--- src/rtl/core/rqis_pkg.sv ---
// ----------------------------------------------------------------------------
// rqis_pkg: shared definitions for the ring queue insert-swap unit
// Field widths, operation and status codes, and the control types that pass
// between the controller and the datapath.
// ----------------------------------------------------------------------------
package rqis_pkg;

   // Default configuration of the queue.
   localparam int DEPTH_DEFAULT      = 16;
   localparam int DATA_WIDTH_DEFAULT = 32;

   // Port field widths.
   localparam int OPERATION_W = 2;
   localparam int VALUE_W     = 32;
   localparam int INDEX_W     = 5;
   localparam int STATUS_W    = 2;
   localparam int COUNT_W     = 5;

   // Operation codes.
   localparam logic [OPERATION_W-1:0] OP_PUSH_BACK   = 2'd0;
   localparam logic [OPERATION_W-1:0] OP_INSERT_SWAP = 2'd1;
   localparam logic [OPERATION_W-1:0] OP_POP_FRONT   = 2'd2;

   // Status codes.
   localparam logic [STATUS_W-1:0] ST_DONE  = 2'd0;
   localparam logic [STATUS_W-1:0] ST_FULL  = 2'd1;
   localparam logic [STATUS_W-1:0] ST_EMPTY = 2'd2;

   // How an offered item will be handled once it is accepted.
   typedef enum logic [1:0] {
      KIND_SINGLE = 2'd0,   // finishes in the accept cycle
      KIND_POP    = 2'd1,   // waits for the read data from the registered read port
      KIND_SWAP   = 2'd2    // needs a second write to finish the swap
   } kind_type;

   // Commands from the controller to the datapath.
   typedef struct packed {
      logic accept;
      logic finish_pop;
      logic finish_swap;
   } rqis_cmd_type;

   // Status from the datapath to the controller.
   typedef struct packed {
      kind_type kind;
      logic     rsp_busy;
   } rqis_stat_type;

endpackage

--- src/rtl/core/rqis_ctrl.sv ---
// ----------------------------------------------------------------------------
// rqis_ctrl: sequencing state machine
// Accepts items when idle and the result register can take a result, and
// steps through the extra state that pops and swapping inserts need.
// ----------------------------------------------------------------------------
module rqis_ctrl (
   input  logic                   clock,
   input  logic                   reset,
   input  logic                   req_valid,
   output logic                   req_ready,
   input  rqis_pkg::rqis_stat_type stat,
   output rqis_pkg::rqis_cmd_type  cmd
);
   import rqis_pkg::*;

   typedef enum logic [2:0] {
      S_IDLE = 3'b001,
      S_POP  = 3'b010,
      S_SWAP = 3'b100
   } state_type;

   state_type state_ff;
   state_type state_in;

   assign req_ready       = (state_ff == S_IDLE) && !stat.rsp_busy;
   assign cmd.accept      = req_valid && req_ready;
   assign cmd.finish_pop  = (state_ff == S_POP);
   assign cmd.finish_swap = (state_ff == S_SWAP);

   always_comb begin
      state_in = state_ff;
      case (state_ff)
         S_IDLE: begin
            if (cmd.accept) begin
               case (stat.kind)
                  KIND_POP:  state_in = S_POP;
                  KIND_SWAP: state_in = S_SWAP;
                  default:   state_in = S_IDLE;
               endcase
            end
         end
         S_POP:   state_in = S_IDLE;
         S_SWAP:  state_in = S_IDLE;
         default: state_in = S_IDLE;
      endcase
   end

   always_ff @(posedge clock) begin
      if (reset) begin
         state_ff <= S_IDLE;
      end else begin
         state_ff <= state_in;
      end
   end

endmodule

--- src/rtl/core/rqis_dpath.sv ---
// ----------------------------------------------------------------------------
// rqis_dpath: queue storage, pointers and result register
// Holds the slot memory, the head and tail pointers and the entry count,
// decodes the offered item and registers each result.
// ----------------------------------------------------------------------------
module rqis_dpath #(
   parameter int DEPTH      = rqis_pkg::DEPTH_DEFAULT,
   parameter int DATA_WIDTH = rqis_pkg::DATA_WIDTH_DEFAULT
) (
   input  logic                             clock,
   input  logic                             reset,
   input  logic [rqis_pkg::OPERATION_W-1:0] req_operation,
   input  logic [rqis_pkg::VALUE_W-1:0]     req_value,
   input  logic [rqis_pkg::INDEX_W-1:0]     req_index,
   output logic                             rsp_valid,
   input  logic                             rsp_ready,
   output logic [rqis_pkg::VALUE_W-1:0]     rsp_popped_value,
   output logic [rqis_pkg::STATUS_W-1:0]    rsp_status,
   output logic [rqis_pkg::COUNT_W-1:0]     rsp_count,
   output logic                             rsp_is_full,
   output logic                             rsp_is_empty,
   input  rqis_pkg::rqis_cmd_type           cmd,
   output rqis_pkg::rqis_stat_type          stat
);
   import rqis_pkg::*;

   localparam int PTR_W   = $clog2(DEPTH);
   localparam int CNT_W   = $clog2(DEPTH + 1);
   localparam int CMP_W   = (CNT_W > INDEX_W) ? CNT_W : INDEX_W;
   localparam int STORE_W = (DATA_WIDTH < VALUE_W) ? DATA_WIDTH : VALUE_W;

   localparam logic [PTR_W-1:0] PTR_LAST  = PTR_W'(DEPTH - 1);
   localparam logic [CNT_W-1:0] CNT_FULL  = CNT_W'(DEPTH);
   localparam logic [CMP_W:0]   SUM_DEPTH = (CMP_W + 1)'(DEPTH);

   logic [STORE_W-1:0] mem [DEPTH];
   logic [STORE_W-1:0] rdata_ff;

   logic [PTR_W-1:0] head_ff, head_in;
   logic [PTR_W-1:0] tail_ff, tail_in;
   logic [CNT_W-1:0] count_ff, count_in;

   logic                rsp_valid_ff, rsp_valid_in;
   logic [VALUE_W-1:0]  rsp_popped_ff, rsp_popped_in;
   logic [STATUS_W-1:0] rsp_status_ff, rsp_status_in;
   logic [COUNT_W-1:0]  rsp_count_ff, rsp_count_in;
   logic                rsp_full_ff, rsp_full_in;
   logic                rsp_empty_ff, rsp_empty_in;

   logic                q_full, q_empty;
   logic [PTR_W-1:0]    head_dec, head_inc, tail_inc;
   logic                idx_append, idx_zero;
   logic [CMP_W:0]      swap_sum, swap_mod;
   logic [PTR_W-1:0]    other_addr;
   logic [STORE_W-1:0]  value_store;
   kind_type            kind;
   logic [STATUS_W-1:0] code;
   logic                do_append, do_front, do_pop;
   logic [PTR_W-1:0]    rd_addr;
   logic                wr_en;
   logic [PTR_W-1:0]    wr_addr;
   logic [STORE_W-1:0]  wr_data;
   logic                rsp_load;

   assign q_full      = (count_ff == CNT_FULL);
   assign q_empty     = (count_ff == '0);
   assign head_dec    = (head_ff == '0) ? PTR_LAST : head_ff - PTR_W'(1);
   assign head_inc    = (head_ff == PTR_LAST) ? '0 : head_ff + PTR_W'(1);
   assign tail_inc    = (tail_ff == PTR_LAST) ? '0 : tail_ff + PTR_W'(1);
   assign idx_append  = (CMP_W'(req_index) >= CMP_W'(count_ff));
   assign idx_zero    = (req_index == '0);
   assign value_store = req_value[STORE_W-1:0];

   // The swap partner lies fewer than DEPTH slots past the new head, so a
   // single conditional subtract wraps it.
   assign swap_sum   = (CMP_W + 1)'(head_dec) + (CMP_W + 1)'(req_index);
   assign swap_mod   = (swap_sum >= SUM_DEPTH) ? swap_sum - SUM_DEPTH : swap_sum;
   assign other_addr = swap_mod[PTR_W-1:0];

   always_comb begin
      kind      = KIND_SINGLE;
      code      = ST_DONE;
      do_append = 1'b0;
      do_front  = 1'b0;
      do_pop    = 1'b0;
      rd_addr   = other_addr;
      if (req_operation == OP_PUSH_BACK || req_operation == OP_INSERT_SWAP) begin
         if (q_full) begin
            code = ST_FULL;
         end else if (req_operation == OP_PUSH_BACK || idx_append) begin
            do_append = 1'b1;
         end else begin
            do_front = 1'b1;
            if (!idx_zero) begin
               kind = KIND_SWAP;
            end
         end
      end else if (req_operation == OP_POP_FRONT) begin
         rd_addr = head_ff;
         if (q_empty) begin
            code = ST_EMPTY;
         end else begin
            do_pop = 1'b1;
            kind   = KIND_POP;
         end
      end
   end

   assign stat.kind     = kind;
   assign stat.rsp_busy = rsp_valid_ff && !rsp_ready;

   always_comb begin
      head_in  = head_ff;
      tail_in  = tail_ff;
      count_in = count_ff;
      if (cmd.accept) begin
         if (do_append) begin
            tail_in  = tail_inc;
            count_in = count_ff + CNT_W'(1);
         end else if (do_front) begin
            head_in  = head_dec;
            count_in = count_ff + CNT_W'(1);
         end else if (do_pop) begin
            head_in  = head_inc;
            count_in = count_ff - CNT_W'(1);
         end
      end
   end

   // A front insert writes the new word at the swap partner; the word that
   // was there moves to the new head in the following cycle.
   always_comb begin
      wr_en   = 1'b0;
      wr_addr = tail_ff;
      wr_data = value_store;
      if (cmd.accept && do_append) begin
         wr_en = 1'b1;
      end else if (cmd.accept && do_front) begin
         wr_en   = 1'b1;
         wr_addr = other_addr;
      end else if (cmd.finish_swap) begin
         wr_en   = 1'b1;
         wr_addr = head_ff;
         wr_data = rdata_ff;
      end
   end

   always_ff @(posedge clock) begin
      if (wr_en) begin
         mem[wr_addr] <= wr_data;
      end
      rdata_ff <= mem[rd_addr];
   end

   assign rsp_load = (cmd.accept && kind == KIND_SINGLE) || cmd.finish_pop
                     || cmd.finish_swap;

   always_comb begin
      rsp_valid_in  = rsp_valid_ff && !rsp_ready;
      rsp_popped_in = rsp_popped_ff;
      rsp_status_in = rsp_status_ff;
      rsp_count_in  = rsp_count_ff;
      rsp_full_in   = rsp_full_ff;
      rsp_empty_in  = rsp_empty_ff;
      if (rsp_load) begin
         rsp_valid_in  = 1'b1;
         rsp_popped_in = cmd.finish_pop ? VALUE_W'(rdata_ff) : '0;
         rsp_status_in = (cmd.finish_pop || cmd.finish_swap) ? ST_DONE : code;
         rsp_count_in  = COUNT_W'(count_in);
         rsp_full_in   = (count_in == CNT_FULL);
         rsp_empty_in  = (count_in == '0);
      end
   end

   always_ff @(posedge clock) begin
      if (reset) begin
         head_ff      <= '0;
         tail_ff      <= '0;
         count_ff     <= '0;
         rsp_valid_ff <= 1'b0;
      end else begin
         head_ff      <= head_in;
         tail_ff      <= tail_in;
         count_ff     <= count_in;
         rsp_valid_ff <= rsp_valid_in;
      end
   end

   always_ff @(posedge clock) begin
      rsp_popped_ff <= rsp_popped_in;
      rsp_status_ff <= rsp_status_in;
      rsp_count_ff  <= rsp_count_in;
      rsp_full_ff   <= rsp_full_in;
      rsp_empty_ff  <= rsp_empty_in;
   end

   assign rsp_valid        = rsp_valid_ff;
   assign rsp_popped_value = rsp_popped_ff;
   assign rsp_status       = rsp_status_ff;
   assign rsp_count        = rsp_count_ff;
   assign rsp_is_full      = rsp_full_ff;
   assign rsp_is_empty     = rsp_empty_ff;

endmodule

--- src/rtl/core/ring_queue_insert_swap_unit.sv ---
// ----------------------------------------------------------------------------
// ring_queue_insert_swap_unit: circular queue with push, insert-swap and pop
// A fixed-depth ring of words with head and tail pointers and an entry count.
// Each item is one operation and produces exactly one result item.
// ----------------------------------------------------------------------------
//
//   Channel | Handshake          | Carries
//   --------+--------------------+---------------------------------------------
//   req_    | req_valid/ready    | operation, value, index
//   rsp_    | rsp_valid/ready    | popped_value, status, count, is_full, is_empty
//
// Push back, an append through insert-swap, an insert at index zero and any
// refused or unknown operation finish in the accept cycle. A pop and an insert
// that swaps with a slot further down need a second step, set by the registered
// read port of the slot memory: the second step uses the word read in the first.
// Reset clears the pointers, the count and the result valid flag; the slot
// memory is not cleared, since only occupied slots are ever read.
// A new item is taken while a finished result waits, as long as that result
// is taken in the same cycle or the result register is empty.
// ----------------------------------------------------------------------------
module ring_queue_insert_swap_unit #(
   parameter int DEPTH      = rqis_pkg::DEPTH_DEFAULT,
   parameter int DATA_WIDTH = rqis_pkg::DATA_WIDTH_DEFAULT
) (
   input  logic                             clock,
   input  logic                             reset,
   input  logic                             req_valid,
   output logic                             req_ready,
   input  logic [rqis_pkg::OPERATION_W-1:0] req_operation,
   input  logic [rqis_pkg::VALUE_W-1:0]     req_value,
   input  logic [rqis_pkg::INDEX_W-1:0]     req_index,
   output logic                             rsp_valid,
   input  logic                             rsp_ready,
   output logic [rqis_pkg::VALUE_W-1:0]     rsp_popped_value,
   output logic [rqis_pkg::STATUS_W-1:0]    rsp_status,
   output logic [rqis_pkg::COUNT_W-1:0]     rsp_count,
   output logic                             rsp_is_full,
   output logic                             rsp_is_empty
);
   import rqis_pkg::*;

   // The controller only sequences; every decision about an item is made by
   // the datapath from the offered fields and the current pointers.
   rqis_cmd_type  cmd;
   rqis_stat_type stat;

   rqis_ctrl u_ctrl (
      .clock     (clock),
      .reset     (reset),
      .req_valid (req_valid),
      .req_ready (req_ready),
      .stat      (stat),
      .cmd       (cmd)
   );

   rqis_dpath #(
      .DEPTH      (DEPTH),
      .DATA_WIDTH (DATA_WIDTH)
   ) u_dpath (
      .clock            (clock),
      .reset            (reset),
      .req_operation    (req_operation),
      .req_value        (req_value),
      .req_index        (req_index),
      .rsp_valid        (rsp_valid),
      .rsp_ready        (rsp_ready),
      .rsp_popped_value (rsp_popped_value),
      .rsp_status       (rsp_status),
      .rsp_count        (rsp_count),
      .rsp_is_full      (rsp_is_full),
      .rsp_is_empty     (rsp_is_empty),
      .cmd              (cmd),
      .stat             (stat)
   );

endmodule

--- config.mk ---
export PLATFORM = sky130hd
export DESIGN_NAME = ring_queue_insert_swap_unit
export DESIGN_NICKNAME = d
export VERILOG_FILES = /design/src/rtl/core/rqis_pkg.sv /design/src/rtl/core/rqis_ctrl.sv /design/src/rtl/core/rqis_dpath.sv /design/src/rtl/core/ring_queue_insert_swap_unit.sv
export SDC_FILE = /design/constraint.sdc
export NUM_CORES = 1
export LEC_CHECK = 0
export CORE_ASPECT_RATIO = 1.2
export CORE_MARGIN = 4
export CORE_UTILIZATION = 50
export CTS_BUF_LIST = sky130_fd_sc_hd__clkbuf_4 sky130_fd_sc_hd__clkbuf_8
export DETAILED_ROUTE_END_ITERATION = 16
export DONT_BUFFER_PORTS = 1
export GPL_ROUTABILITY_DRIVEN = 1
export PLACE_DENSITY_LB_ADDON = 0.3
export SLEW_MARGIN = 20
export SYNTH_ARGS = -nofsm -noshare
export SYNTH_HDL_FRONTEND = slang
export SYNTH_SLANG_ARGS = --single-unit
--- constraint.sdc ---
create_clock -name clock -period 6.99 [get_ports clock]
set_input_delay 0.699 -clock clock [delete_from_list [all_inputs] [get_ports clock]]
set_output_delay 0.699 -clock clock [all_outputs]
set_load 0.01 [all_outputs]
# Word-level counts from Yosys, hierarchy flattened

Memory sizes are Yosys's and may differ from the RTL's. A register that Yosys moved wholly into a read port is not among the register bits.
Cells that the tools add are included.

Div/mod/pow operators: 0
Order comparisons: 2
Equal/unequal tests: 11
Shifts and indexed selects: 0
Bitwise gates (word level): 2
Multiplexer cells: 44
Multiply operators: 0
$add $sub $neg: 7
Reduce and logical (&&, ||, !) cells: 23

Operators by type and width:

| cell                  | count |
|---|---|
| $mux W32              | 3 |
| $mux W4               | 11 |
| $mux W5               | 4 |
| $mux W1               | 17 |
| $mux W2               | 8 |
| $logic_not A5 Y1      | 3 |
| $eq A5 B5 Y1 const B  | 2 |
| $add A4 B1 Y4 const B | 2 |
| $eq A4 B4 Y1 const B  | 2 |
| $sub A4 B1 Y4 const B | 2 |
| $add A4 B5 Y6         | 1 |
| $ge A6 B5 Y1 const B  | 1 |
| $logic_and A1 B1 Y1   | 6 |
| $pmux W3 S2           | 1 |
| $add A5 B1 Y5 const B | 1 |
| $ge A5 B5 Y1          | 1 |
| $logic_or A1 B1 Y1    | 5 |
| $sub A5 B1 Y5 const B | 1 |
| $eq A2 B1 Y1 const B  | 2 |
| $eq A2 B2 Y1 const B  | 2 |
| $logic_not A2 Y1      | 2 |
| $logic_not A4 Y1      | 1 |
| $eq A3 B1 Y1 const B  | 1 |
| $eq A3 B2 Y1 const B  | 1 |
| other kinds (7)       | 9 |

Memories: 1
Bits in registers: 58
Input bits: 43
Output and inout bits: 43
Bits in read-only memories: 0
Logic and storage cells: 100
Bits in writable memories: 512
Bits in latches: 0

Memories:

| memory      | words | bits a word | read ports | clocked after Yosys merged registers in | write ports | RTL line         | source |
|---|---|---|---|---|---|---|---|
| u_dpath.mem | 16    | 32          | 1          | 1                                       | 1           | rqis_dpath.sv:36 | `logic [STORE_W-1:0] mem [DEPTH];` |

# Depth between registers and ports, before layout

Depth in word-level cells: 10
Gate-level depth with buffers: 16
Depth with buffers taken out: 13

# Cells and area by module

Synthesis repeated with hierarchy kept, for this count alone.

Cells, all modules: 1163
Area, all modules: 23593.9 µm²

Modules (own cells, without submodules):

| module     | area an instance (µm²) | times used | sequential area each (µm²) | cells each |
|---|---|---|---|---|
| rqis_dpath | 23428.7                | 1          | 17526.8                    | 1148 |
| rqis_ctrl  | 165.2                  | 1          | 60.1                       | 15 |

# Least setup slack after synthesis

No wires, ideal clock.

Path kind: flip-flop to flip-flop
From: reg u_dpath.head_ff[0]
To: mem u_dpath.mem[4][0] in the netlist's numbering (enable)
Path buffers: 1
Required time: 6.489 ns
Path slack: 1.051 ns
Library setup time: 0.501 ns
Cell stages (with the launch flop): 12
Arrival: 5.438 ns
Period minus slack after synthesis: 5.939 ns
Path through: dfxtp_1 clkbuf_1 inv_1 ha_1 inv_1 ha_1 a21o_1 a21oi_1 xnor3_1 nor3_2 a311o_1 nor4_1

Cells in the longest elaborated chain, start to end: 7
Elaborated cells between the ends (all ways): 10
Those cells by class: 3 x add/sub; 1 x order compare; 5 x mux; 1 x reduce/logical

Ends and longest elaborated chain:

| item                                              | RTL line          | source |
|---|---|---|
| start: declaration                                | rqis_dpath.sv:39  | `logic [PTR_W-1:0] head_ff, head_in;` |
| start signal: assignment                          | rqis_dpath.sv:182 | `head_ff <= head_in;` |
| $sub A4 B1 Y4 or $logic_not A4 Y1 (tied branches) | rqis_dpath.sv:67  | `assign head_dec = (head_ff == '0) ? PTR_LAST : head_ff - PTR_W'(1);` |
| $mux W4                                           | rqis_dpath.sv:67  |  |
| $add A4 B5 Y6                                     | rqis_dpath.sv:76  | `assign swap_sum = (CMP_W + 1)'(head_dec) + (CMP_W + 1)'(req_index);` |
| $ge A6 B5 Y1 or $sub A4 B1 Y4 (tied branches)     | rqis_dpath.sv:77  | `assign swap_mod = (swap_sum >= SUM_DEPTH) ? swap_sum - SUM_DEPTH : swap_sum;` |
| $mux W4                                           | rqis_dpath.sv:77  |  |
| $mux W4 *                                         | rqis_dpath.sv:138 | `end else if (cmd.accept && do_front) begin` |
| $mux W4 *                                         | rqis_dpath.sv:136 | `if (cmd.accept && do_append) begin` |
| end: declaration                                  | rqis_dpath.sv:36  |  |

Mark *: on every way between the ends. The rest lies on a longest branch, timed or not.

# Worst setup path after layout

From: reg u_dpath.head_ff[1]
To: mem u_dpath.mem[13][31] in the netlist's numbering (enable)

Same word-level chain as after synthesis.

==> results.txt <==
status -> complete, no violations
Max-slew headroom -> 33.5%
final worst path period share -> 62.9%
mux contribution to synthesized area -> 12.7%
first-pass GRT wire length -> 74,600 um
compound-cell area share of the yosys netlist -> 4.14%
worst skew pair latency -> 0.64 ns
routed vias/inst -> 5.92
Mapped Cells -> 1,217
Slew Limit Fails -> 0
Synth Area in Simple Gates -> 5.08%
first drt pass iteration count -> 5
post-synth net total -> 1,275
height of the die -> 245 um
clk buf depth -> 3
number of hold buffers added after CTS -> 0
Antenna diodes -> 0
Logic pwr share -> 12.1%
Net Sw Frac -> 24.5%
GRT overflow -> 0
Seq pwr share -> 52.4%
CTS buffer count -> 90
Die Area -> 50,200 um^2
Setup Buffers After CTS -> 0
Leak Pwr -> 8.67 nW
Area growth syn-to-layout -> 12.1%
family with the most delay on the worst path -> adder cells
DRC -> 0
Peak VDD IR -> 138 uV
clk root buf -> clkbuf_8
vias in the first global route -> 12.0k
Main synth FF type -> edfxtp_1
RSZ-0062 raised after global routing -> false
sum of buffers and inverters on the critical path -> 3
final non-filler cell total -> 1,982
Adder-Cell Fraction of Synth Area -> 0.837%
ys async rst share -> 0%
# IOs -> 86
DR WL/cell -> 25.2 um
die width -> 205 um
Iter 0 DRT Violations -> 1,200
crit start category -> register
slowest stage delay, CP -> 0.81 ns
worst path required time -> 7.25 ns
syn_area_per_cell -> 19.2 um^2
Final setup viols -> 0
antenna violations before repair -> 1
Post-Syn Area -> 23,300 um^2
post-CTS sizing -> 0
PortBufs -> 0
f_max -> 0.227 GHz
Tmin final -> 4.40 ns
Slowest cell on crit path -> nor4_2
RePlAce Congestion -> 0.799
Synth area leader -> edfxtp_1
Critical Path Sink Type -> register
CP arrival -> 4.66 ns
list of most frequent post-synthesis cells -> edfxtp_1, nand2_1, mux4_2
clock sinks -> 602
CORE AREA -> 46,100 um^2
Post-DP HPWL -> 26,500 um
Final nets -> 1,348
GRT Resource Usage Total -> 20.0%
Post-synth EDFFs -> 553
placed insts -> 1,814
via count -> 11.7k
Synth Register Bits -> 602
CTS tree -> yes
WS Path Type -> register to register
clock slew at reported path FFs -> 0.06 ns
Max-Cap Viols -> 0
Clock power frac -> 35.5%
num rows -> 86
Routed Antenna Nets -> 0
Clock Skews -> 0.0263 ns
pin count of the biggest net entering global routing -> 129
worst-path cell chain -> inv_1, ha_1, nand2_1, o21ai_0, ha_1, inv_1, fa_1, a32oi_1, o21a_1, nor4_2, buf_4
H-tree levels -> 3
pwr/cell area -> 308 nW/um^2
Yosys top cell area share -> 71.2%
most common cell in the synthesized netlist -> edfxtp_1
largest family of logic cells by synthesized area -> multiplexers
synth top area cells -> edfxtp_1, mux4_2, dfxtp_1
Max FO, Critical Path -> 26
YS warnings -> 0
XOR/XNOR Fraction of Synth Area -> 0.531%
ratio of cells with drive above 1 in the final layout -> 26.1%
sequential-to-total area share from yosys stat -> 75.4%
Initial Util -> 50.6%
worst-margin pin slew -> 0.995 ns
Worst Hold Class -> primary input to register
final wirelength -> 50,000 um
design internal power -> 6.08 mW
NetSw -> 1.98 mW
Cell variety after synth -> 67
Fin. Hold Viols -> 0
Fin Setup TNS -> 0 ns
==> cells by family after synthesis <==
family	Yosys count
multiplexers	141
AO/OA/AOI/OAI	128
buffers and inverters	70
AND/OR/NAND/NOR	251
flip-flops	602
adder cells (fa/ha/maj)	15
XOR/XNOR	10
==> cells in the final DEF, fill, tap and decap left out, drive strengths merged, types with 5 or more instances in the layout <==
master / count
edfxtp: 553
nand2: 146
clkbuf: 138
mux4: 124
a22oi: 63
dfxtp: 49
buf: 38
and2: 33
clkinv: 23
nor2: 21
a21oi: 19
mux2i: 17
inv: 16
nor4: 15
ha: 14
nor3: 13
o21ai: 12
nor2b: 6
nand3: 6
xnor2: 5
==> metrics by stage <==
stage          worst slack, ns  util (%)  power (mW)  instance area (um^2)  hold WS, ns
2_1_floorplan             1.05         -        4.96                 23300        0.488
5_1_grt                   2.32      56.8        8.40                 26100       0.0855
4_1_cts                   2.62      56.8        8.13                 26100       0.0690
3_5_place_dp              2.65      52.8        5.27                 24300        0.519
3_3_place_gp              2.79      52.8        5.26                 24300        0.515
6_report                  2.59      56.8        8.05                 26100        0.121
==> power by group through the flow <==
stage | Clock [mW] | Combinational [mW] | Sequential, mW
after floorplan | 0 | 0.704 | 4.25
after global placement | 0 | 0.967 | 4.29
after detailed placement | 0 | 0.976 | 4.30
after CTS | 2.93 | 0.981 | 4.22
after global routing | 3.12 | 1.04 | 4.23
final | 2.86 | 0.970 | 4.22
==> path summary, 6_finish.rpt <==
kind | from | cells past startpoint | endpoint | slack [ns]
max reg2reg | u_dpath.head_ff[1] | 11 | u_dpath.mem[13][31] | 2.59
max | u_dpath.head_ff[1] | 11 | u_dpath.mem[13][31] | 2.59
min | reset | 1 | u_dpath.count_ff[2] | 0.12
min reg2reg | u_dpath.rdata_ff[5] | 1 | u_dpath.rsp_popped_value[5] | 0.53
==> per-layer routing <==
metal	track usage, %	part of all wire (%)	vias up
li1	-	-	5073
met1	27.3	40	6132
met2	33.0	51	440
met3	3.44	6.3	84
met4	7.00	2.5	0
met5	0	0	-
==> final cells by class <==
class,instances,area (um^2)
fill,3460,19900
sequential,602,17600
inverter,13,48.8
tap,616,771
clock inverter,30,180
clock buffer,138,1670
multi-input combinational,545,5580
timing repair buffer,38,310
==> flip-flops by register name, summed over array words and instances, names as in the netlist, 3 cells and up <==
signal	flops
u_dpath.rsp_popped_value	32
u_dpath.rsp_count	5
u_dpath.head_ff	4
u_dpath.tail_ff	4
u_dpath.rdata_ff	32
u_dpath.mem	512
u_ctrl.state_ff	3
u_dpath.count_ff	5
Power figures use the tool's default switching activity.
